[src/zbd_pkg.sv]
// Shared types, constants and opcode classification functions for the Z80 boundary decoder.
package zbd_pkg;

   localparam int BufDepth   = 12;
   localparam int MaxResults = 12;

   localparam logic [7:0] PFX_IX  = 8'hDD;
   localparam logic [7:0] PFX_IY  = 8'hFD;
   localparam logic [7:0] OP_ED   = 8'hED;
   localparam logic [7:0] OP_CB   = 8'hCB;
   localparam logic [7:0] ED_MAIN = 8'h40;
   localparam logic [7:0] ED_BLK  = 8'hA0;

   localparam logic [1:0] KIND_HL = 2'd0;
   localparam logic [1:0] KIND_IX = 2'd1;
   localparam logic [1:0] KIND_IY = 2'd2;

   localparam logic [1:0] TBL_MAIN = 2'd0;
   localparam logic [1:0] TBL_CB   = 2'd1;
   localparam logic [1:0] TBL_ED   = 2'd2;

   localparam logic [2:0] OPK_NONE   = 3'd0;
   localparam logic [2:0] OPK_IMM16  = 3'd1;
   localparam logic [2:0] OPK_ADDR16 = 3'd2;
   localparam logic [2:0] OPK_SIMM8  = 3'd3;
   localparam logic [2:0] OPK_UIMM8  = 3'd4;
   localparam logic [2:0] OPK_REL    = 3'd5;

   localparam logic [1:0] STS_OK    = 2'd0;
   localparam logic [1:0] STS_UNDEF = 2'd1;
   localparam logic [1:0] STS_TRUNC = 2'd2;
   localparam logic [1:0] STS_OVF   = 2'd3;

   typedef struct packed {
      logic [7:0] code_byte;
      logic       end_of_data;
   } req_type;

   typedef struct packed {
      logic [15:0]       insn_address;
      logic [3:0]        insn_length;
      logic [1:0]        index_kind;
      logic [1:0]        opcode_table;
      logic [7:0]        opcode_value;
      logic              has_displacement;
      logic signed [7:0] displacement;
      logic [2:0]        operand_kind;
      logic [15:0]       operand_value;
      logic [1:0]        status;
      logic              last_result;
   } rsp_type;

   typedef struct packed {
      logic       wr;
      logic [7:0] wr_byte;
      logic       drop;
      logic [3:0] drop_len;
      logic       clear;
   } buf_ctl_type;

   typedef struct packed {
      logic [3:0] count;
      logic [7:0] rd_byte;
   } buf_sts_type;

   function automatic logic [3:0] wrap_idx(input logic [4:0] s);
      logic [4:0] t;
      t = (s >= 5'(BufDepth)) ? s - 5'(BufDepth) : s;
      return t[3:0];
   endfunction

   function automatic logic is_prefix(input logic [7:0] b);
      return (b == PFX_IX) || (b == PFX_IY);
   endfunction

   function automatic logic uses_hl_mem(input logic [7:0] op);
      logic r;
      r = 1'b0;
      if (op inside {8'h34, 8'h35, 8'h36}) begin
         r = 1'b1;
      end else if (op >= ED_MAIN && op < 8'hC0 && op != 8'h76 &&
                   (op[2:0] == 3'd6 || op[7:3] == 5'b01110)) begin
         r = 1'b1;
      end
      return r;
   endfunction

   function automatic logic [2:0] main_operand(input logic [7:0] op);
      logic [2:0] k;
      k = OPK_NONE;
      if (op inside {8'h01, 8'h11, 8'h21}) begin
         k = OPK_IMM16;
      end else if (op inside {8'h22, 8'h2A, 8'h31, 8'h32, 8'h3A, 8'hC3, 8'hCD}) begin
         k = OPK_ADDR16;
      end else if (op >= 8'hC0 && (op[2:0] == 3'd2 || op[2:0] == 3'd4)) begin
         k = OPK_ADDR16;
      end else if (op inside {8'hD3, 8'hDB, 8'hE6, 8'hEE, 8'hF6}) begin
         k = OPK_UIMM8;
      end else if ((op < 8'h40 || op >= 8'hC0) && op[2:0] == 3'd6) begin
         k = OPK_SIMM8;
      end else if (op == 8'h10 || op == 8'h18 || (op < 8'h40 && (op & 8'hE7) == 8'h20)) begin
         k = OPK_REL;
      end
      return k;
   endfunction

   function automatic logic [1:0] operand_bytes(input logic [2:0] k);
      logic [1:0] r;
      if (k == OPK_IMM16 || k == OPK_ADDR16) begin
         r = 2'd2;
      end else if (k != OPK_NONE) begin
         r = 2'd1;
      end else begin
         r = 2'd0;
      end
      return r;
   endfunction

   function automatic logic ed_defined(input logic [7:0] op);
      logic r;
      r = 1'b0;
      if (op >= ED_MAIN && op < 8'h80) begin
         r = (op != 8'h77) && (op != 8'h7F);
      end else if (op >= ED_BLK && op < 8'hC0) begin
         r = ~op[2];
      end
      return r;
   endfunction

endpackage

[src/zbd_buf.sv]
// Circular pending-byte buffer with one write port and one offset read port.
module zbd_buf import zbd_pkg::*; (
   input  logic        clock,
   input  logic        reset,
   input  buf_ctl_type ctl,
   input  logic [3:0]  rd_ptr,
   output buf_sts_type sts
);

   logic [7:0] mem_ff [BufDepth];
   logic [3:0] head_ff, head_in;
   logic [3:0] count_ff, count_in;
   logic [3:0] base_cnt;
   logic [3:0] wr_idx;

   assign base_cnt = (count_ff >= 4'(BufDepth)) ? 4'(BufDepth - 1) : count_ff;
   assign wr_idx   = wrap_idx({1'b0, head_ff} + {1'b0, base_cnt});

   always_comb begin
      head_in  = head_ff;
      count_in = count_ff;
      if (ctl.clear) begin
         head_in  = 4'd0;
         count_in = 4'd0;
      end else if (ctl.wr) begin
         count_in = base_cnt + 4'd1;
      end else if (ctl.drop) begin
         head_in  = wrap_idx({1'b0, head_ff} + {1'b0, ctl.drop_len});
         count_in = count_ff - ctl.drop_len;
      end
   end

   always_ff @(posedge clock) begin
      if (reset) begin
         head_ff  <= 4'd0;
         count_ff <= 4'd0;
      end else begin
         head_ff  <= head_in;
         count_ff <= count_in;
      end
   end

   always_ff @(posedge clock) begin
      if (ctl.wr) begin
         mem_ff[wr_idx] <= ctl.wr_byte;
      end
   end

   assign sts.count   = count_ff;
   assign sts.rd_byte = mem_ff[wrap_idx({1'b0, head_ff} + {1'b0, rd_ptr})];

endmodule

[src/zbd_seq.sv]
// Byte-walking sequencer that decodes one instruction per pass over the buffer.
module zbd_seq import zbd_pkg::*; #(
   parameter int RUN_BOUND = 8
) (
   input  logic        clock,
   input  logic        reset,
   input  logic        req_valid,
   output logic        req_ready,
   input  req_type     req_data,
   output logic        rsp_valid,
   input  logic        rsp_ready,
   output rsp_type     rsp_data,
   input  logic        csr_valid,
   output logic        idle,
   input  logic [15:0] next_addr,
   input  buf_sts_type sts,
   output buf_ctl_type ctl,
   output logic [3:0]  rd_ptr
);

   typedef enum logic [8:0] {
      S_IDLE = 9'b000000001,
      S_SCAN = 9'b000000010,
      S_ED2  = 9'b000000100,
      S_CBD  = 9'b000001000,
      S_CBOP = 9'b000010000,
      S_DISP = 9'b000100000,
      S_OPLO = 9'b001000000,
      S_OPHI = 9'b010000000,
      S_SEND = 9'b100000000
   } state_type;

   state_type  state_ff, state_in;
   logic [3:0] ptr_ff, ptr_in;
   logic [1:0] kind_ff, kind_in;
   logic [1:0] table_ff, table_in;
   logic [7:0] op_ff, op_in;
   logic [7:0] b0_ff, b0_in;
   logic [7:0] d_ff, d_in;
   logic       hasd_ff, hasd_in;
   logic [7:0] lo_ff, lo_in;
   logic [2:0] okind_ff, okind_in;
   logic       fin_ff, fin_in;
   logic       ovf_ff, ovf_in;
   logic [3:0] cnt_ff, cnt_in;
   rsp_type    hold_ff, hold_in;
   logic       hold_v_ff, hold_v_in;
   logic       last_ff, last_in;

   rsp_type    res;
   logic       dec_go, finish, short_data, accept;
   logic [7:0] rd;
   logic [3:0] n;
   logic [4:0] n5, ptr1, ptr2;
   logic [2:0] k;
   logic [15:0] rel_off;

   assign rd      = sts.rd_byte;
   assign n       = sts.count;
   assign n5      = {1'b0, n};
   assign ptr1    = {1'b0, ptr_ff} + 5'd1;
   assign ptr2    = {1'b0, ptr_ff} + 5'd2;
   assign k       = main_operand(rd);
   assign rel_off = {{8{rd[7]}}, rd};
   assign rd_ptr  = ptr_ff;

   assign idle      = (state_ff == S_IDLE);
   assign req_ready = idle && !csr_valid;
   assign accept    = req_valid && req_ready;
   assign rsp_valid = (state_ff == S_SEND);

   always_comb begin
      rsp_data             = hold_ff;
      rsp_data.last_result = last_ff;
   end

   always_comb begin
      state_in   = state_ff;
      ptr_in     = ptr_ff;
      kind_in    = kind_ff;
      table_in   = table_ff;
      op_in      = op_ff;
      b0_in      = b0_ff;
      d_in       = d_ff;
      hasd_in    = hasd_ff;
      lo_in      = lo_ff;
      okind_in   = okind_ff;
      fin_in     = fin_ff;
      ovf_in     = ovf_ff;
      cnt_in     = cnt_ff;
      hold_in    = hold_ff;
      hold_v_in  = hold_v_ff;
      last_in    = last_ff;
      dec_go     = 1'b0;
      finish     = 1'b0;
      short_data = 1'b0;
      res              = '0;
      res.insn_address = next_addr;
      ctl              = '0;
      ctl.wr           = accept;
      ctl.wr_byte      = req_data.code_byte;

      case (state_ff)
         S_IDLE: begin
            if (accept) begin
               state_in = S_SCAN;
               ptr_in   = 4'd0;
               kind_in  = KIND_HL;
               fin_in   = req_data.end_of_data;
               ovf_in   = 1'b1;
               cnt_in   = 4'd0;
            end
         end
         S_SCAN: begin
            if (ptr_ff == 4'd0) begin
               b0_in = rd;
            end
            if (ptr_ff == 4'd0 && (n == 4'd0 || cnt_ff == 4'(MaxResults))) begin
               finish = 1'b1;
            end else if (ptr_ff >= n) begin
               if (ovf_ff && int'(n) > RUN_BOUND) begin
                  dec_go           = 1'b1;
                  res.insn_length  = 4'd1;
                  res.opcode_value = b0_ff;
                  res.status       = STS_OVF;
               end else begin
                  ovf_in     = 1'b0;
                  short_data = 1'b1;
               end
            end else if (is_prefix(rd)) begin
               kind_in = (rd == PFX_IX) ? KIND_IX : KIND_IY;
               ptr_in  = ptr1[3:0];
            end else begin
               ovf_in  = 1'b0;
               op_in   = rd;
               hasd_in = 1'b0;
               d_in    = 8'd0;
               if (rd == OP_ED) begin
                  if (ptr1 >= n5) begin
                     short_data = 1'b1;
                  end else begin
                     ptr_in   = ptr1[3:0];
                     state_in = S_ED2;
                  end
               end else if (rd == OP_CB) begin
                  if (ptr_ff != 4'd0) begin
                     if (ptr2 >= n5) begin
                        if (fin_ff) begin
                           dec_go           = 1'b1;
                           res.index_kind   = kind_ff;
                           res.opcode_table = TBL_CB;
                           res.opcode_value = OP_CB;
                           res.insn_length  = 4'd2;
                           res.status       = STS_TRUNC;
                        end else begin
                           finish = 1'b1;
                        end
                     end else begin
                        ptr_in   = ptr1[3:0];
                        state_in = S_CBD;
                     end
                  end else if (n < 4'd2) begin
                     short_data = 1'b1;
                  end else begin
                     ptr_in   = 4'd1;
                     state_in = S_CBOP;
                  end
               end else begin
                  okind_in = k;
                  table_in = TBL_MAIN;
                  if (kind_ff != KIND_HL && uses_hl_mem(rd)) begin
                     if (ptr1 >= n5) begin
                        short_data = 1'b1;
                     end else begin
                        ptr_in   = ptr1[3:0];
                        state_in = S_DISP;
                     end
                  end else if (ptr1 + 5'(operand_bytes(k)) > n5) begin
                     short_data = 1'b1;
                  end else if (operand_bytes(k) == 2'd0) begin
                     dec_go           = 1'b1;
                     res.index_kind   = kind_ff;
                     res.opcode_value = rd;
                     res.insn_length  = ptr1[3:0];
                  end else begin
                     ptr_in   = ptr1[3:0];
                     state_in = S_OPLO;
                  end
               end
            end
         end
         S_ED2: begin
            if (!ed_defined(rd)) begin
               dec_go           = 1'b1;
               res.index_kind   = kind_ff;
               res.opcode_table = TBL_ED;
               res.opcode_value = rd;
               res.insn_length  = ptr1[3:0];
               res.status       = STS_UNDEF;
            end else if (rd < 8'h80 && rd[2:0] == 3'd3) begin
               if (ptr2 >= n5) begin
                  if (fin_ff) begin
                     dec_go           = 1'b1;
                     res.index_kind   = kind_ff;
                     res.opcode_table = TBL_ED;
                     res.opcode_value = rd;
                     res.insn_length  = ptr1[3:0];
                     res.status       = STS_TRUNC;
                  end else begin
                     finish = 1'b1;
                  end
               end else begin
                  op_in    = rd;
                  okind_in = OPK_ADDR16;
                  table_in = TBL_ED;
                  ptr_in   = ptr1[3:0];
                  state_in = S_OPLO;
               end
            end else begin
               dec_go           = 1'b1;
               res.index_kind   = kind_ff;
               res.opcode_table = TBL_ED;
               res.opcode_value = rd;
               res.insn_length  = ptr1[3:0];
            end
         end
         S_CBD: begin
            d_in     = rd;
            hasd_in  = 1'b1;
            ptr_in   = ptr1[3:0];
            state_in = S_CBOP;
         end
         S_CBOP: begin
            dec_go               = 1'b1;
            res.index_kind       = kind_ff;
            res.opcode_table     = TBL_CB;
            res.opcode_value     = rd;
            res.insn_length      = ptr1[3:0];
            res.has_displacement = hasd_ff;
            res.displacement     = d_ff;
         end
         S_DISP: begin
            d_in    = rd;
            hasd_in = 1'b1;
            if (ptr1 + 5'(operand_bytes(okind_ff)) > n5) begin
               short_data = 1'b1;
            end else if (operand_bytes(okind_ff) == 2'd0) begin
               dec_go               = 1'b1;
               res.index_kind       = kind_ff;
               res.opcode_value     = op_ff;
               res.has_displacement = 1'b1;
               res.displacement     = rd;
               res.insn_length      = ptr1[3:0];
            end else begin
               ptr_in   = ptr1[3:0];
               state_in = S_OPLO;
            end
         end
         S_OPLO: begin
            lo_in = rd;
            if (operand_bytes(okind_ff) == 2'd2) begin
               ptr_in   = ptr1[3:0];
               state_in = S_OPHI;
            end else begin
               dec_go               = 1'b1;
               res.index_kind       = kind_ff;
               res.opcode_table     = table_ff;
               res.opcode_value     = op_ff;
               res.has_displacement = hasd_ff;
               res.displacement     = d_ff;
               res.operand_kind     = okind_ff;
               res.insn_length      = ptr1[3:0];
               if (okind_ff == OPK_UIMM8) begin
                  res.operand_value = {8'd0, rd};
               end else if (okind_ff == OPK_SIMM8) begin
                  res.operand_value = rel_off;
               end else begin
                  res.operand_value = next_addr + {12'd0, ptr1[3:0]} + rel_off;
               end
            end
         end
         S_OPHI: begin
            dec_go               = 1'b1;
            res.index_kind       = kind_ff;
            res.opcode_table     = table_ff;
            res.opcode_value     = op_ff;
            res.has_displacement = hasd_ff;
            res.displacement     = d_ff;
            res.operand_kind     = okind_ff;
            res.operand_value    = {rd, lo_ff};
            res.insn_length      = ptr1[3:0];
         end
         S_SEND: begin
            if (rsp_ready) begin
               hold_v_in = 1'b0;
               if (last_ff) begin
                  state_in = S_IDLE;
               end else begin
                  state_in = S_SCAN;
                  ptr_in   = 4'd0;
                  kind_in  = KIND_HL;
               end
            end
         end
         default: begin
            state_in = S_IDLE;
         end
      endcase

      if (short_data) begin
         if (fin_ff) begin
            dec_go           = 1'b1;
            res              = '0;
            res.insn_address = next_addr;
            res.insn_length  = 4'd1;
            res.opcode_value = (state_ff == S_SCAN && ptr_ff == 4'd0) ? rd : b0_ff;
            res.status       = STS_UNDEF;
         end else begin
            finish = 1'b1;
         end
      end

      if (dec_go) begin
         if (hold_v_ff) begin
            state_in = S_SEND;
            last_in  = 1'b0;
         end else begin
            hold_in      = res;
            hold_v_in    = 1'b1;
            ctl.drop     = 1'b1;
            ctl.drop_len = res.insn_length;
            cnt_in       = cnt_ff + 4'd1;
            state_in     = S_SCAN;
            ptr_in       = 4'd0;
            kind_in      = KIND_HL;
         end
      end

      if (finish) begin
         ctl.clear = fin_ff;
         if (hold_v_ff) begin
            state_in = S_SEND;
            last_in  = 1'b1;
         end else begin
            state_in = S_IDLE;
         end
      end
   end

   always_ff @(posedge clock) begin
      if (reset) begin
         state_ff  <= S_IDLE;
         hold_v_ff <= 1'b0;
         last_ff   <= 1'b0;
         cnt_ff    <= 4'd0;
         ovf_ff    <= 1'b0;
         fin_ff    <= 1'b0;
         ptr_ff    <= 4'd0;
         kind_ff   <= KIND_HL;
      end else begin
         state_ff  <= state_in;
         hold_v_ff <= hold_v_in;
         last_ff   <= last_in;
         cnt_ff    <= cnt_in;
         ovf_ff    <= ovf_in;
         fin_ff    <= fin_in;
         ptr_ff    <= ptr_in;
         kind_ff   <= kind_in;
      end
   end

   always_ff @(posedge clock) begin
      table_ff <= table_in;
      op_ff    <= op_in;
      b0_ff    <= b0_in;
      d_ff     <= d_in;
      hasd_ff  <= hasd_in;
      lo_ff    <= lo_in;
      okind_ff <= okind_in;
      hold_ff  <= hold_in;
   end

endmodule

[src/z80_instruction_boundary_decoder.sv]
// Top level of the Z80 instruction boundary decoder.
//
//   channel  direction  handshake            contents
//   req      in         req_valid/req_ready  one code byte and the end-of-data flag
//   rsp      out        rsp_valid/rsp_ready  one decoded instruction or data result
//   csr      in         csr_valid/csr_ready  origin address of the stream
//
// The sequencer walks the buffered bytes one per cycle through a single read port.
// One decode pass inspects buffered bytes from the head of the buffer onward.
// A request takes one pass per result and a closing pass that ends the walk,
// plus a repeated pass and one send for every result after the first, and one
// final send when the request made any result.
// A stalled rsp_ready holds the block; no request is taken until all results have left.
// Reset is synchronous and empties the buffer; the origin write also empties it.
module z80_instruction_boundary_decoder import zbd_pkg::*; #(
   parameter int PREFIX_RUN_MAX = 8
) (
   input  logic        clock,
   input  logic        reset,
   input  logic        req_valid,
   output logic        req_ready,
   input  req_type     req_data,
   output logic        rsp_valid,
   input  logic        rsp_ready,
   output rsp_type     rsp_data,
   input  logic        csr_valid,
   output logic        csr_ready,
   input  logic [15:0] csr_data
);

   localparam int RunBound = (PREFIX_RUN_MAX < 8) ? PREFIX_RUN_MAX : 8;

   logic [15:0] next_addr_ff, next_addr_in;
   buf_ctl_type seq_ctl, buf_ctl;
   buf_sts_type buf_sts;
   logic [3:0]  rd_ptr;
   logic        idle;
   logic        csr_fire;

   assign csr_ready = idle;
   assign csr_fire  = csr_valid && csr_ready;

   always_comb begin
      buf_ctl       = seq_ctl;
      buf_ctl.clear = seq_ctl.clear || csr_fire;
   end

   always_comb begin
      next_addr_in = next_addr_ff;
      if (csr_fire) begin
         next_addr_in = csr_data;
      end else if (seq_ctl.drop) begin
         next_addr_in = next_addr_ff + {12'd0, seq_ctl.drop_len};
      end
   end

   always_ff @(posedge clock) begin
      if (reset) begin
         next_addr_ff <= 16'd0;
      end else begin
         next_addr_ff <= next_addr_in;
      end
   end

   zbd_buf u_buf (
      .clock  (clock),
      .reset  (reset),
      .ctl    (buf_ctl),
      .rd_ptr (rd_ptr),
      .sts    (buf_sts)
   );

   zbd_seq #(
      .RUN_BOUND (RunBound)
   ) u_seq (
      .clock     (clock),
      .reset     (reset),
      .req_valid (req_valid),
      .req_ready (req_ready),
      .req_data  (req_data),
      .rsp_valid (rsp_valid),
      .rsp_ready (rsp_ready),
      .rsp_data  (rsp_data),
      .csr_valid (csr_valid),
      .idle      (idle),
      .next_addr (next_addr_ff),
      .sts       (buf_sts),
      .ctl       (seq_ctl),
      .rd_ptr    (rd_ptr)
   );

endmodule

[config.mk]
export PLATFORM = sky130hd
export DESIGN_NAME = z80_instruction_boundary_decoder
export DESIGN_NICKNAME = d
export VERILOG_FILES = /design/src/zbd_pkg.sv /design/src/zbd_buf.sv /design/src/zbd_seq.sv /design/src/z80_instruction_boundary_decoder.sv
export SDC_FILE = /design/constraint.sdc
export NUM_CORES = 1
export LEC_CHECK = 0
export ABC_AREA = 0
export BUFFER_PORTS_ARGS = -buffer_cell sky130_fd_sc_hd__buf_2
export CAP_MARGIN = 25
export CORE_MARGIN = 2
export CORE_UTILIZATION = 35
export DETAILED_ROUTE_END_ITERATION = 6
export SKIP_LAST_GASP = 1
export SLEW_MARGIN = 20
export SYNTH_ARGS = -nofsm -noshare
export SYNTH_HDL_FRONTEND = slang
export SYNTH_SLANG_ARGS = --single-unit
[constraint.sdc]
create_clock -name clock -period 15.65 [get_ports clock]
set_input_delay 0.7825 -clock clock [delete_from_list [all_inputs] [get_ports clock]]
set_output_delay 0.7825 -clock clock [all_outputs]
set_load 0.01 [all_outputs]
==> results.md, run 1 <==
- RSZ-0062 raised after global routing: no
- Clk pwr share: 0.265
- DIE HEIGHT: just over 200 µm
- CTS tree: done
- Crit path top cell by count: ha_1
- Mux contribution to synthesized area: 0.0425
- Switching Power: 945 µW
- DP HPWL: just over 30 mm
- Sw Share: 0.395
- MaxCap Viol Count: 0
- Total GRT Usage: 0.197
- Yosys top cell by area: edfxtp_1
- Shortest period the worst path allows: approximately 12 ns
- DRT antenna net count: 0
- Synth area leaders: edfxtp_1 42%, ha_1 7.6%, dfxtp_1 6.8%
- Crit-path slowest cell: dfxtp_1
- Clk Latency, worst-skew pair: roughly 0.58 ns
- PostCTS Resize Cnt: 0
- Antenna violations before repair: 0
- Post-Synth Simple-Gate Area: 0.145
- Row Count: 73
- Yosys cell types: slightly below 90
- Synth Area in XOR/XNOR: 0.0282
- R2R depth: 45
- Synth Net Count: ~1.4k
- Yosys reg bits: roughly 240
- Peak supply drop: about 0.10 mV
- Yosys warnings: 0
- Hold EP: next_addr_ff[15]
- Ant. Diodes: 0
- Max Fanout on Critical Path: 20
- Top post-synthesis cells by count: 195 x edfxtp_1, 112 x nand2_1, 108 x nor2_1, 85 x a21oi_1, 85 x ha_1
- First DRT Iteration DRCs: around 850
- Final Hold Fails: 0
- CTS Root Cell: clkbuf_16
- Vias in the first global route: 10.3k
- RePlAce Congestion: 0.981
- Cell count after synthesis: approximately 1.3k
- Vias: 10.7k
- Startpoint Class: flop
- PortBufs: 95
- Share of the synthesized area in the top cell type: 0.421
- Fmax: around 0.086 GHz
- Power Dens Cells: roughly 150 mW/mm²
- CTS Hold Buffers Added: 0
- Number of flops mapped to enable cells by yosys: ~200
- Initial Utilization: 0.353
- Largest family of logic cells by synthesized area: compound AO/OA/AOI/OAI gates
- Gr ovfl total: 0
- Full die area: 0.0414 mm²
- Tot Pwr: 2.39 mW
- Worst min path class: input pin to flop
- Share of synthesized registers carrying an async set or reset: 0
- Fin Setup TNS: 0 ns
- Clock-pin transition on the worst setup and hold timing paths: around 0.060 ns
- Routed WL per cell: approximately 21 µm
- R2R setup slack: 4.04 ns
- R2r endpoint: next_addr_ff[13]
- Core area: a little under 0.04 mm²
- Final max-slew violation count: 0
- Crit. End Element: flop
- Hold path depth: 3
- TritonCTS Sinks: 242
- Share of layout cells above drive strength 1: 0.149
- Compound-Gate Fraction of Synth Area: 0.164
- DRC errors left: 0
- Syn avg cell area: roughly 11 µm²
- Count leader, synth: edfxtp_1
- Worst Tran Pin Value: between 1 and 1.5 ns
- H-tree depth: 1
- Skew final: 0.0413 ns
- Status: finished, final reports clean
- Leak pwr: 5.88 nW
- Worst EP arrival: ~12 ns
- Hold Startpoint: csr_data[15]
- I/O pins: 96
- P_int: approximately 1.4 mW
- WP data required: 16.07 ns
- Detailed Routing Iterations Pass 1: 5
- Worst r2r src: u_seq.rd_ptr[0]
- Flop pwr share: 0.326
- Post-synthesis sequential area ratio: 0.489
- Largest net degree at the start of global routing: 82
- Die span in x: between 200 and 250 µm
- Final WL: between 40 and 50 mm
- Tcrit/Tclk final: 0.742
- Finish-stage setup viols: 0
- Largest buffer count on any clock path: 3
- Synth Flop Type: edfxtp_1
- Post-synthesis cell area: about 0.014 mm²
- Largest stage delay, worst path: approximately 0.69 ns
- Adder-Cell Fraction of Synth Area: 0.0937
- Nets: approximately 1.5k
- Via density: 5.58
- Critical path type: flop to flop
- Global-route wire length before repair: 62.5 mm
- Num CTS Buffers: 27
- Slew margin rel.: 0.319
- Power share of the combinational group: 0.409
- Layout area overhead: 13.3%
- Post-CTS setup buffers: 0
## area by class of cell
cell class / instances / area [µm²]
fill: 3872 / 23700
sequential: 242 / 6800
multi-input combinational: 918 / 6590
clock buffer: 30 / 687
tap: 525 / 657
timing repair buffer: 107 / 566
inverter: 73 / 275
clock inverter: 19 / 195
## cells by family (layout without fill, tap and decap cells)
logic type,after synthesis,in the layout
simple gates,410,410
fa+ha+maj,97,97
mux,29,29
flops,242,242
xor+xnor,44,44
compound gates,338,338
buf+inv,123,229
## per-layer routing
metal / track usage / vias up / share of wire
met1: 0.263 / 5169 / 0.43
met2: 0.329 / 408 / 0.47
met4: 0.0678 / 0 / 0.033
met5: 0 / - / 0
met3: 0.0278 / 79 / 0.060
li1: - / 5028 / -
## worst max-delay path, delay by kind of cell, from the launching register on
kind / cells / cell delay, ns
buf+inv: 5 / 1.06
xor+xnor: 2 / 0.60
compound gates: 13 / 3.06
simple gates: 16 / 3.33
flops: 1 / 0.69
fa+ha+maj: 8 / 2.58
mux: 1 / 0.14
## worst max-delay path by stage
stage,cells after the start,end,start,slack (ns)
floorplan,49,next_addr_ff[13],u_seq.rd_ptr[0],4.90
global placement,44,next_addr_ff[13],u_seq.rd_ptr[0],4.48
detailed placement,45,next_addr_ff[13],u_seq.rd_ptr[0],4.17
CTS,45,next_addr_ff[13],u_seq.rd_ptr[0],4.15
global route,45,next_addr_ff[11],u_seq.rd_ptr[0],3.24
finish,45,next_addr_ff[13],u_seq.rd_ptr[0],4.04
## through the flow
stage          utilization  std cells  setup slack (ns)  cell area, µm²  hold slack [ns]
2_1_floorplan            -       1283              4.90           13900            0.437
3_3_place_gp         0.377       1864              4.48           14900            0.471
3_5_place_dp         0.377       1864              4.17           14900            0.471
4_1_cts              0.399       1913              4.15           15800            0.394
5_1_grt              0.400       1914              3.24           15800            0.432
6_report             0.400       1914              4.04           15800            0.430
## power by group through the flow
stage | sequential (mW) | combinational [mW] | clock, mW
CTS | 0.780 | 0.969 | 0.648
detailed placement | 0.794 | 0.963 | 0
floorplan | 0.773 | 0.691 | 0
global route | 0.786 | 1.08 | 0.671
finish | 0.780 | 0.979 | 0.635
global placement | 0.794 | 0.953 | 0
## cell usage in the layout (no fill, tap or decap), drive strengths merged, types with 7 or more instances in the layout
master and instances:
nor2b 15, xor2 17, a31oi 21, a211oi 20, nand3 47, xnor2 27, nor4 9, or3 7
dfxtp 47, nand2 112, nor3 30, nand4 10, ha 85, edfxtp 195, clkinv 13, nor2 109
and2 12, a21oi 87, fa 12, mux4 24, a21o 16, inv 73, o221ai 10, buf 106
o21a 9, and3 24, o21bai 10, nand2b 10, o211ai 12, clkbuf 31, o21ai 79
## registers in the layout, indices dropped and copies added (netlist names), 2 cells and up
register and cells:
u_buf.head_ff 4, u_seq.state_ff 9, u_seq.kind_ff 2, u_seq.cnt_ff 4, u_seq.d_ff 8, u_seq.okind_ff 3, u_buf.mem_ff 96, u_seq.lo_ff 8
u_seq.rd_ptr 4, next_addr_ff 16, u_seq.b0_ff 8, u_buf.count_ff 4, u_seq.op_ff 8, u_seq.rsp_data 62
Power figures use the tool's default switching activity.
==> inputs of run 2 (changes only) <==
==> constraint.sdc (replaced) <==
create_clock -name clock -period 10.32 [get_ports clock]
set_input_delay 0.516 -clock clock [delete_from_list [all_inputs] [get_ports clock]]
set_output_delay 0.516 -clock clock [all_outputs]
set_load 0.01 [all_outputs]
==> run 2 against run 1 <==
  * Combinational power grew 61%
  * Die area did not move
  * Utilization is 0.60 points higher
  * Worst hold slack lost 0.24 ns
  * Non-clock buffer count up 26
  * First-iteration DRC count grew 0.12%
  * Critical path depth is 1 higher
  * Worst setup slack got worse by 3.5 ns
  * Cell area grew 1.5%
  * Sequential power increased by 50%
  * Largest cell class unchanged
  * Largest power group unchanged
  * Highest routed layer unchanged
==> results.md, run 2 (synthesized netlist as in run 1, its figures left out) <==
- Commonest non-fill, non-tap cells in the layout: 195 x edfxtp_1, 111 x nand2_1, 108 x nor2_1
- Total GRT Usage: 0.202 (+0.00467)
- Gr ovfl total: 0 (unchanged)
- Reg with most FFs: u_buf.mem_ff
- Leading cell type in the layout, fill and taps excluded: edfxtp_1
- I/O pins: 96 (unchanged)
- Initial Utilization: 0.353 (unchanged)
- Core area: 0.0395 mm² (unchanged)
- Largest buffer count on any clock path: 3 (unchanged)
- H-tree depth: 1 (unchanged)
- DRT antenna net count: 0 (unchanged)
- Worst min path class: input pin to flop
- Ant. Diodes: 0 (unchanged)
- Vias in the first global route: 10.6k (+3.4%)
- Max Fanout on Critical Path: 12 (-40%)
- # fillers: 3846 (-0.67%)
- Tot Pwr: 3.72 mW (+55%)
- Flop pwr share: 0.315 (-0.011)
- Skew final: 0.0269 ns (-0.0144 ns)
- Layout area overhead: 15.0%
- Via density: 5.52 (-1.0%)
- Crit. End Element: flop
- PortBufs: 95 (unchanged)
- Design area: 0.0160 mm² (+1.5%)
- Global-route wire length before repair: 64.0 mm (+2.4%)
- Status: finished, final reports clean
- Met1 Use GR: 0.263 (+0.000346)
- WP data required: 10.79 ns (-5.28 ns)
- Leak pwr: 6.02 nW (+2.4%)
- Peak supply drop: 0.153 mV (+53%)
- Worst Tran Pin Value: 0.950 ns (-0.0632 ns)
- Slew margin rel.: 0.367 (+0.0473)
- Multi-input gate area: 0.00663 mm² (+0.59%)
- Die span in x: 203 µm (unchanged)
- RSZ-0062 raised after global routing: no
- CTS tree: done
- Sw Share: 0.390 (-0.00476)
- CP top delay family: simple AND/OR/NAND/NOR gates
- Tcrit/Tclk final: 0.945 (+0.203)
- Power Dens Cells: 232 mW/mm² (+53%)
- Worst EP arrival: 10.23 ns (-1.81 ns)
- Final setup margin: 0.566 ns (-3.47 ns)
- Final WL: 41.6 mm (+1.3%)
- Startpoint Class: flop
- Routed WL per cell: 21.5 µm (about the same)
- DIE HEIGHT: 203 µm (unchanged)
- Antenna violations before repair: 0 (unchanged)
- Power share of the combinational group: 0.425 (+0.016)
- Num CTS Buffers: 27 (unchanged)
- Post-layout util: 0.406 (+0.00599)
- R2R depth: 46 (+2.2%)
- Nets: 1522 (+1.7%)
- Fmax: 0.103 GHz (+19%)
- Crit path top cell by count: ha_1
- Critical Path Stages: 46 (+2.2%)
- Full die area: 0.0414 mm² (unchanged)
- MaxCap Viol Count: 0 (unchanged)
- Hold path depth: 3 (unchanged)
- P_int: 2.27 mW (+56%)
- CTS Root Cell: clkbuf_16
- Finish-stage setup viols: 0 (unchanged)
- DP HPWL: 31.6 mm (+3.1%)
- Crit-path slowest cell: fa_1
- Max reg flops: 96 (unchanged)
- Pre-CTS setup slack: -0.0565 ns (-4.23 ns)
- Most Used Layer, Global Route: met2
- Clk pwr share: 0.260 (-0.005)
- Vias: 10.7k (+0.32%)
- Fin Setup TNS: 0 ns (unchanged)
- Grt met3 use: 0.0248 (-0.00304)
- Shortest period the worst path allows: 9.75 ns (-1.86 ns)
- Largest stage delay, worst path: 0.50 ns (-0.19 ns)
- Placement-stage cell area: 0.0151 mm² (+1.3%)
- Detailed Routing Iterations Pass 1: 5 (unchanged)
- Final Hold Fails: 0 (unchanged)
- RePlAce Congestion: 0.957 (-2.4%)
- Share of layout cells above drive strength 1: 0.169 (+0.0199)
- Final max-slew violation count: 0 (unchanged)
- Register area: 0.00680 mm² (about the same)
- DRC errors left: 0 (unchanged)
- Clk Latency, worst-skew pair: 0.56 ns (-0.02 ns)
- Clock-pin transition on the worst setup and hold timing paths: 0.06 ns (about the same)
- Largest net degree at the start of global routing: 70 (-15%)
- GR Util met2: 0.344 (+0.0150)
- Critical path type: flop to flop
- Switching Power: 1.45 mW (+53%)
- TritonCTS Sinks: 242 (unchanged)
- CP Buf/Inv Count: 5 (unchanged)
- Row Count: 73 (unchanged)
- First DRT Iteration DRCs: 848 (+0.12%)
[run 2: cell count changes in the layout (fill, tap and decap cells not counted), sizes merged]
cell,before,now
clkbuf,31,30
clkinvlp,3,0
clkinv,13,16
bufinv,3,4
inv,73,72
buf,106,133
[run 2: layout make-up]
class,instances,area share
clock buffers,30,0.0429
flip-flops and latches,242,0.425
clock inverters,19,0.0123
repair buffers,133,0.0475
well taps,525,0.0410
multi-input cells,918,0.414
inverters,73,0.0172
[run 2: tightest hold or removal path, stage by stage]
cell and delay (ns):
buf_2 0.08, nand2_1 0.06, o31ai_1 0.06
[run 2: routing by layer]
metal | share of wire | vias to the layer above | wire length [µm]
met4 | 0.040 | 0 | 1680
met3 | 0.041 | 82 | 1710
met2 | 0.49 | 290 | 20200
met5 | 0 | - | 0
met1 | 0.43 | 5268 | 18000
li1 | - | 5078 | -
[run 2: timing repair]
action,CTS,global route
resized for setup,1,10
buffers inserted,0,1
hold buffers,0,0
setup endpoints to repair,3,14
pin swaps,0,2
[run 2: stage by stage]
step / hold slack, ns / std cells
after global placement: 0.469 / 1888
after CTS: 0.164 / 1938
after detailed placement: 0.471 / 1889
after floorplan: 0.437 / 1283
final: 0.189 / 1940
after global routing: 0.185 / 1940
[run 2: power groups by stage]
stage	Combinational [mW]	Sequential, mW	Clock, mW
final	1.58	1.17	0.967
after global routing	1.72	1.18	1.03
after CTS	1.56	1.17	0.989
after detailed placement	1.55	1.19	0
after global placement	1.53	1.19	0
after floorplan	1.05	1.17	0
[run 2: path summary, 6_finish.rpt]
kind / from / endpoint / slack [ns]
min reg2reg: u_seq.ovf_ff / u_seq.ovf_ff / 0.49
min: csr_data[15] / next_addr_ff[15] / 0.19
max: u_buf.head_ff[0] / next_addr_ff[14] / 0.57
max reg2reg: u_buf.head_ff[0] / next_addr_ff[14] / 0.57
==> inputs of run 3 (changes only) <==
--- a/config.mk
+++ b/config.mk
@@ -5,7 +5,7 @@
 export SDC_FILE = /design/constraint.sdc
 export NUM_CORES = 1
 export LEC_CHECK = 0
-export ABC_AREA = 0
+export ABC_AREA = 1
 export BUFFER_PORTS_ARGS = -buffer_cell sky130_fd_sc_hd__buf_2
 export CAP_MARGIN = 25
 export CORE_MARGIN = 2
==> run 3 against run 2 <==
  * Sequential share of layout area shrank 1.1 points
  * Worst setup slack gained 0.29 ns
  * Largest power group unchanged
  * Register-to-register slack gained 0.29 ns
  * Final cell count grew 18%
  * Via count grew 13%
  * Utilization shrank 0.37 points
  * Synthesized cell count grew 27%
  * Cell area grew 2.5%
==> results.md, run 3 <==
- Status: finished, final reports clean
- Fin Setup TNS: 0 ns (unchanged)
- Cell count after synthesis: 1631 (+27%)
- RSZ-0062 raised after global routing: no
- R2r endpoint: next_addr_ff[14]
- Fmax: 0.106 GHz (+3.0%)
- Core area: 0.0408 mm² (+3.5%)
- Worst Tran Pin Value: 0.970 ns (+0.0202 ns)
- Yosys top cell by area: edfxtp_1
- Clk Latency, worst-skew pair: 0.57 ns (about the same)
- Post-Synth Simple-Gate Area: 0.205 (+0.0599)
- Total GRT Usage: 0.200 (-0.00159)
- Peak supply drop: 0.151 mV (-1.9%)
- Antenna violations before repair: 0 (unchanged)
- Critical path type: flop to flop
- Clk pwr share: 0.207 (-0.053)
- DIE HEIGHT: 207 µm (+2.0%)
- Sw Share: 0.458 (+0.0683)
- Clock-pin transition on the worst setup and hold timing paths: 0.06 ns (about the same)
- R2R setup slack: 0.85 ns (+0.29 ns)
- Largest family of logic cells by synthesized area: simple AND/OR/NAND/NOR gates
- Detailed Routing Iterations Pass 1: 7 (+2)
- Via density: 5.32 (-3.7%)
- First DRT Iteration DRCs: 918 (+8.3%)
- Vias in the first global route: 11.5k (+8.5%)
- Shortest period the worst path allows: 9.47 ns (-0.285 ns)
- CP top delay family: simple AND/OR/NAND/NOR gates
- Synth area leaders: edfxtp_1 40%, nand2_1 7.4%, ha_1 7.3%
- Power share of the combinational group: 0.524 (+0.099)
- Flop pwr share: 0.269 (-0.046)
- Final WL: 44.0 mm (+5.6%)
- CTS Root Cell: clkbuf_16
- Nets: 1860 (+22%)
- Global-route wire length before repair: 67.7 mm (+5.7%)
- Die span in x: 207 µm (+2.0%)
- Commonest non-fill, non-tap cells in the layout: 285 x nand2_1, 195 x edfxtp_1, 186 x nor2_1
- Gr ovfl total: 0 (unchanged)
- Post-CTS setup buffers: 0 (unchanged)
- Share of layout cells above drive strength 1: 0.133 (-0.0358)
- Hold Startpoint: csr_data[5]
- Largest net degree at the start of global routing: 75 (+7.1%)
- CP Buf/Inv Count: 8 (+3)
- Crit-path slowest cell: dfxtp_1
- Synth Area in XOR/XNOR: 0.0241 (-0.00412)
- Share of synthesized registers carrying an async set or reset: 0 (unchanged)
- Final max-slew violation count: 0 (unchanged)
- Row Count: 74 (+1.4%)
- DP HPWL: 32.7 mm (+3.6%)
- Ant. Diodes: 0 (unchanged)
- Hold EP: next_addr_ff[5]
- Routed WL per cell: 19.3 µm (-10%)
- Layout area overhead: 13.4%
- Post-synthesis sequential area ratio: 0.470 (-0.0189)
- I/O pins: 96 (unchanged)
- Final Hold Fails: 0 (unchanged)
- Yosys cell types: 63 (-29%)
- Power Dens Cells: 289 mW/mm² (+24%)
- Full die area: 0.0430 mm² (+3.9%)
- Post-synthesis cell area: 0.0145 mm² (+4.0%)
- RePlAce Congestion: 0.939 (-1.8%)
- Synth Net Count: 1758 (+25%)
- H-tree depth: 1 (unchanged)
- Switching Power: 2.17 mW (+50%)
- Finish-stage setup viols: 0 (unchanged)
- Count leader, synth: nand2_1
- Max Fanout on Critical Path: 13 (+1)
- Top post-synthesis cells by count: 285 x nand2_1, 195 x edfxtp_1, 187 x nor2_1, 169 x inv_1, 139 x o21ai_0
- Worst EP arrival: 9.92 ns (-0.31 ns)
- Tcrit/Tclk final: 0.918 (-0.0276)
- Share of the synthesized area in the top cell type: 0.405 (-0.0163)
- Leak pwr: 6.89 nW (+14%)
- P_int: 2.57 mW (+13%)
- Startpoint Class: flop
- Leading cell type in the layout, fill and taps excluded: nand2_1
- Compound-Gate Fraction of Synth Area: 0.140 (-0.0239)
- PortBufs: 95 (unchanged)
- CTS Hold Buffers Added: 0 (unchanged)
- Crit. End Element: flop
- Largest buffer count on any clock path: 3 (unchanged)
- Worst min path class: input pin to flop
- DRT antenna net count: 0 (unchanged)
- Initial Utilization: 0.354 (+0.00183)
- Syn avg cell area: 8.87 µm² (-18%)
- Crit path top cell by count: nand2_1
- MaxCap Viol Count: 0 (unchanged)
- DRC errors left: 0 (unchanged)
- WP data required: 10.77 ns (-0.02 ns)
- Max reg flops: 96 (unchanged)
- Worst r2r src: u_seq.rd_ptr[1]
- Yosys reg bits: 242 (unchanged)
- Vias: 12.2k (+13%)
- Largest stage delay, worst path: 0.54 ns (+0.04 ns)
- Num CTS Buffers: 27 (unchanged)
- Post-layout util: 0.402 (-0.00375)
- Yosys warnings: 0 (unchanged)
- Hold path depth: 3 (unchanged)
- Reg with most FFs: u_buf.mem_ff
- R2R depth: 56 (+22%)
- CTS tree: done
- Adder-Cell Fraction of Synth Area: 0.0901 (-0.00362)
- Skew final: 0.0264 ns (-0.000568 ns)
- Mux contribution to synthesized area: 0.00623 (-0.0363)
- TritonCTS Sinks: 242 (unchanged)
- Number of flops mapped to enable cells by yosys: 195 (unchanged)
- Slew margin rel.: 0.351 (-0.0159)
- Synth Flop Type: edfxtp_1
==> run 3: area by class of cell <==
type / instances / area, µm²
multi-input combinational: 1160 / 6740
tap: 532 / 666
timing repair buffer: 112 / 603
clock inverter: 16 / 190
sequential: 242 / 6800
fill: 4062 / 24400
clock buffer: 31 / 691
inverter: 190 / 717
==> run 3: worst max-delay path by stage <==
stage                     from               end  slack [ns]  depth (start not counted)
2_1_floorplan  u_seq.rd_ptr[0]  next_addr_ff[15]        1.29                         68
3_3_place_gp   u_seq.rd_ptr[1]  next_addr_ff[14]        1.11                         61
3_5_place_dp   u_seq.rd_ptr[1]  next_addr_ff[14]        0.67                         62
4_1_cts        u_seq.rd_ptr[1]  next_addr_ff[14]        0.67                         62
5_1_grt        u_seq.rd_ptr[1]  next_addr_ff[15]        0.04                         64
6_report       u_seq.rd_ptr[1]  next_addr_ff[14]        0.85                         56
==> run 3: timing repair <==
action / in CTS / in global routing
endpoints found under the hold margin: 0 / 0
resized for setup: 0 / 3
endpoints found under the setup margin: 0 / 2
==> run 3: metrics by stage <==
stage               hold WS [ns]  instances  worst slack [ns]  total power [mW]  area, µm²
floorplan                  0.437       1631              1.29              3.05      14500
global placement           0.470       2234              1.11              3.72      15500
detailed placement         0.477       2234             0.673              3.74      15500
CTS                        0.224       2281             0.666              4.74      16400
global route               0.233       2283            0.0352              5.12      16400
finish                     0.234       2283             0.851              4.74      16400
==> run 3: power by group through the flow <==
stage               clock, mW  combinational, mW  sequential [mW]
floorplan                   0               1.78             1.28
global placement            0               2.42             1.29
detailed placement          0               2.45             1.30
CTS                     0.998               2.47             1.27
global route             1.04               2.79             1.28
finish                  0.981               2.48             1.28
==> run 3: kinds of logic after synthesis <==
family / Yosys count
compound gates: 358
xor+xnor: 39
fa+ha+maj: 97
buf+inv: 229
flops: 242
mux: 9
simple gates: 657
==> run 3: metal layers <==
layer,global-route usage,vias up,routed length [µm]
met4,0.0712,0,1690
met5,0,-,0
li1,-,5820,-
met2,0.326,423,20300
met1,0.273,5827,19400
met3,0.0266,80,2620
==> run 3: worst min-delay path, delay by kind of cell <==
family | cells | cell delay (ns)
buffers and inverters | 1 | 0.08
AO/OA/AOI/OAI | 2 | 0.17
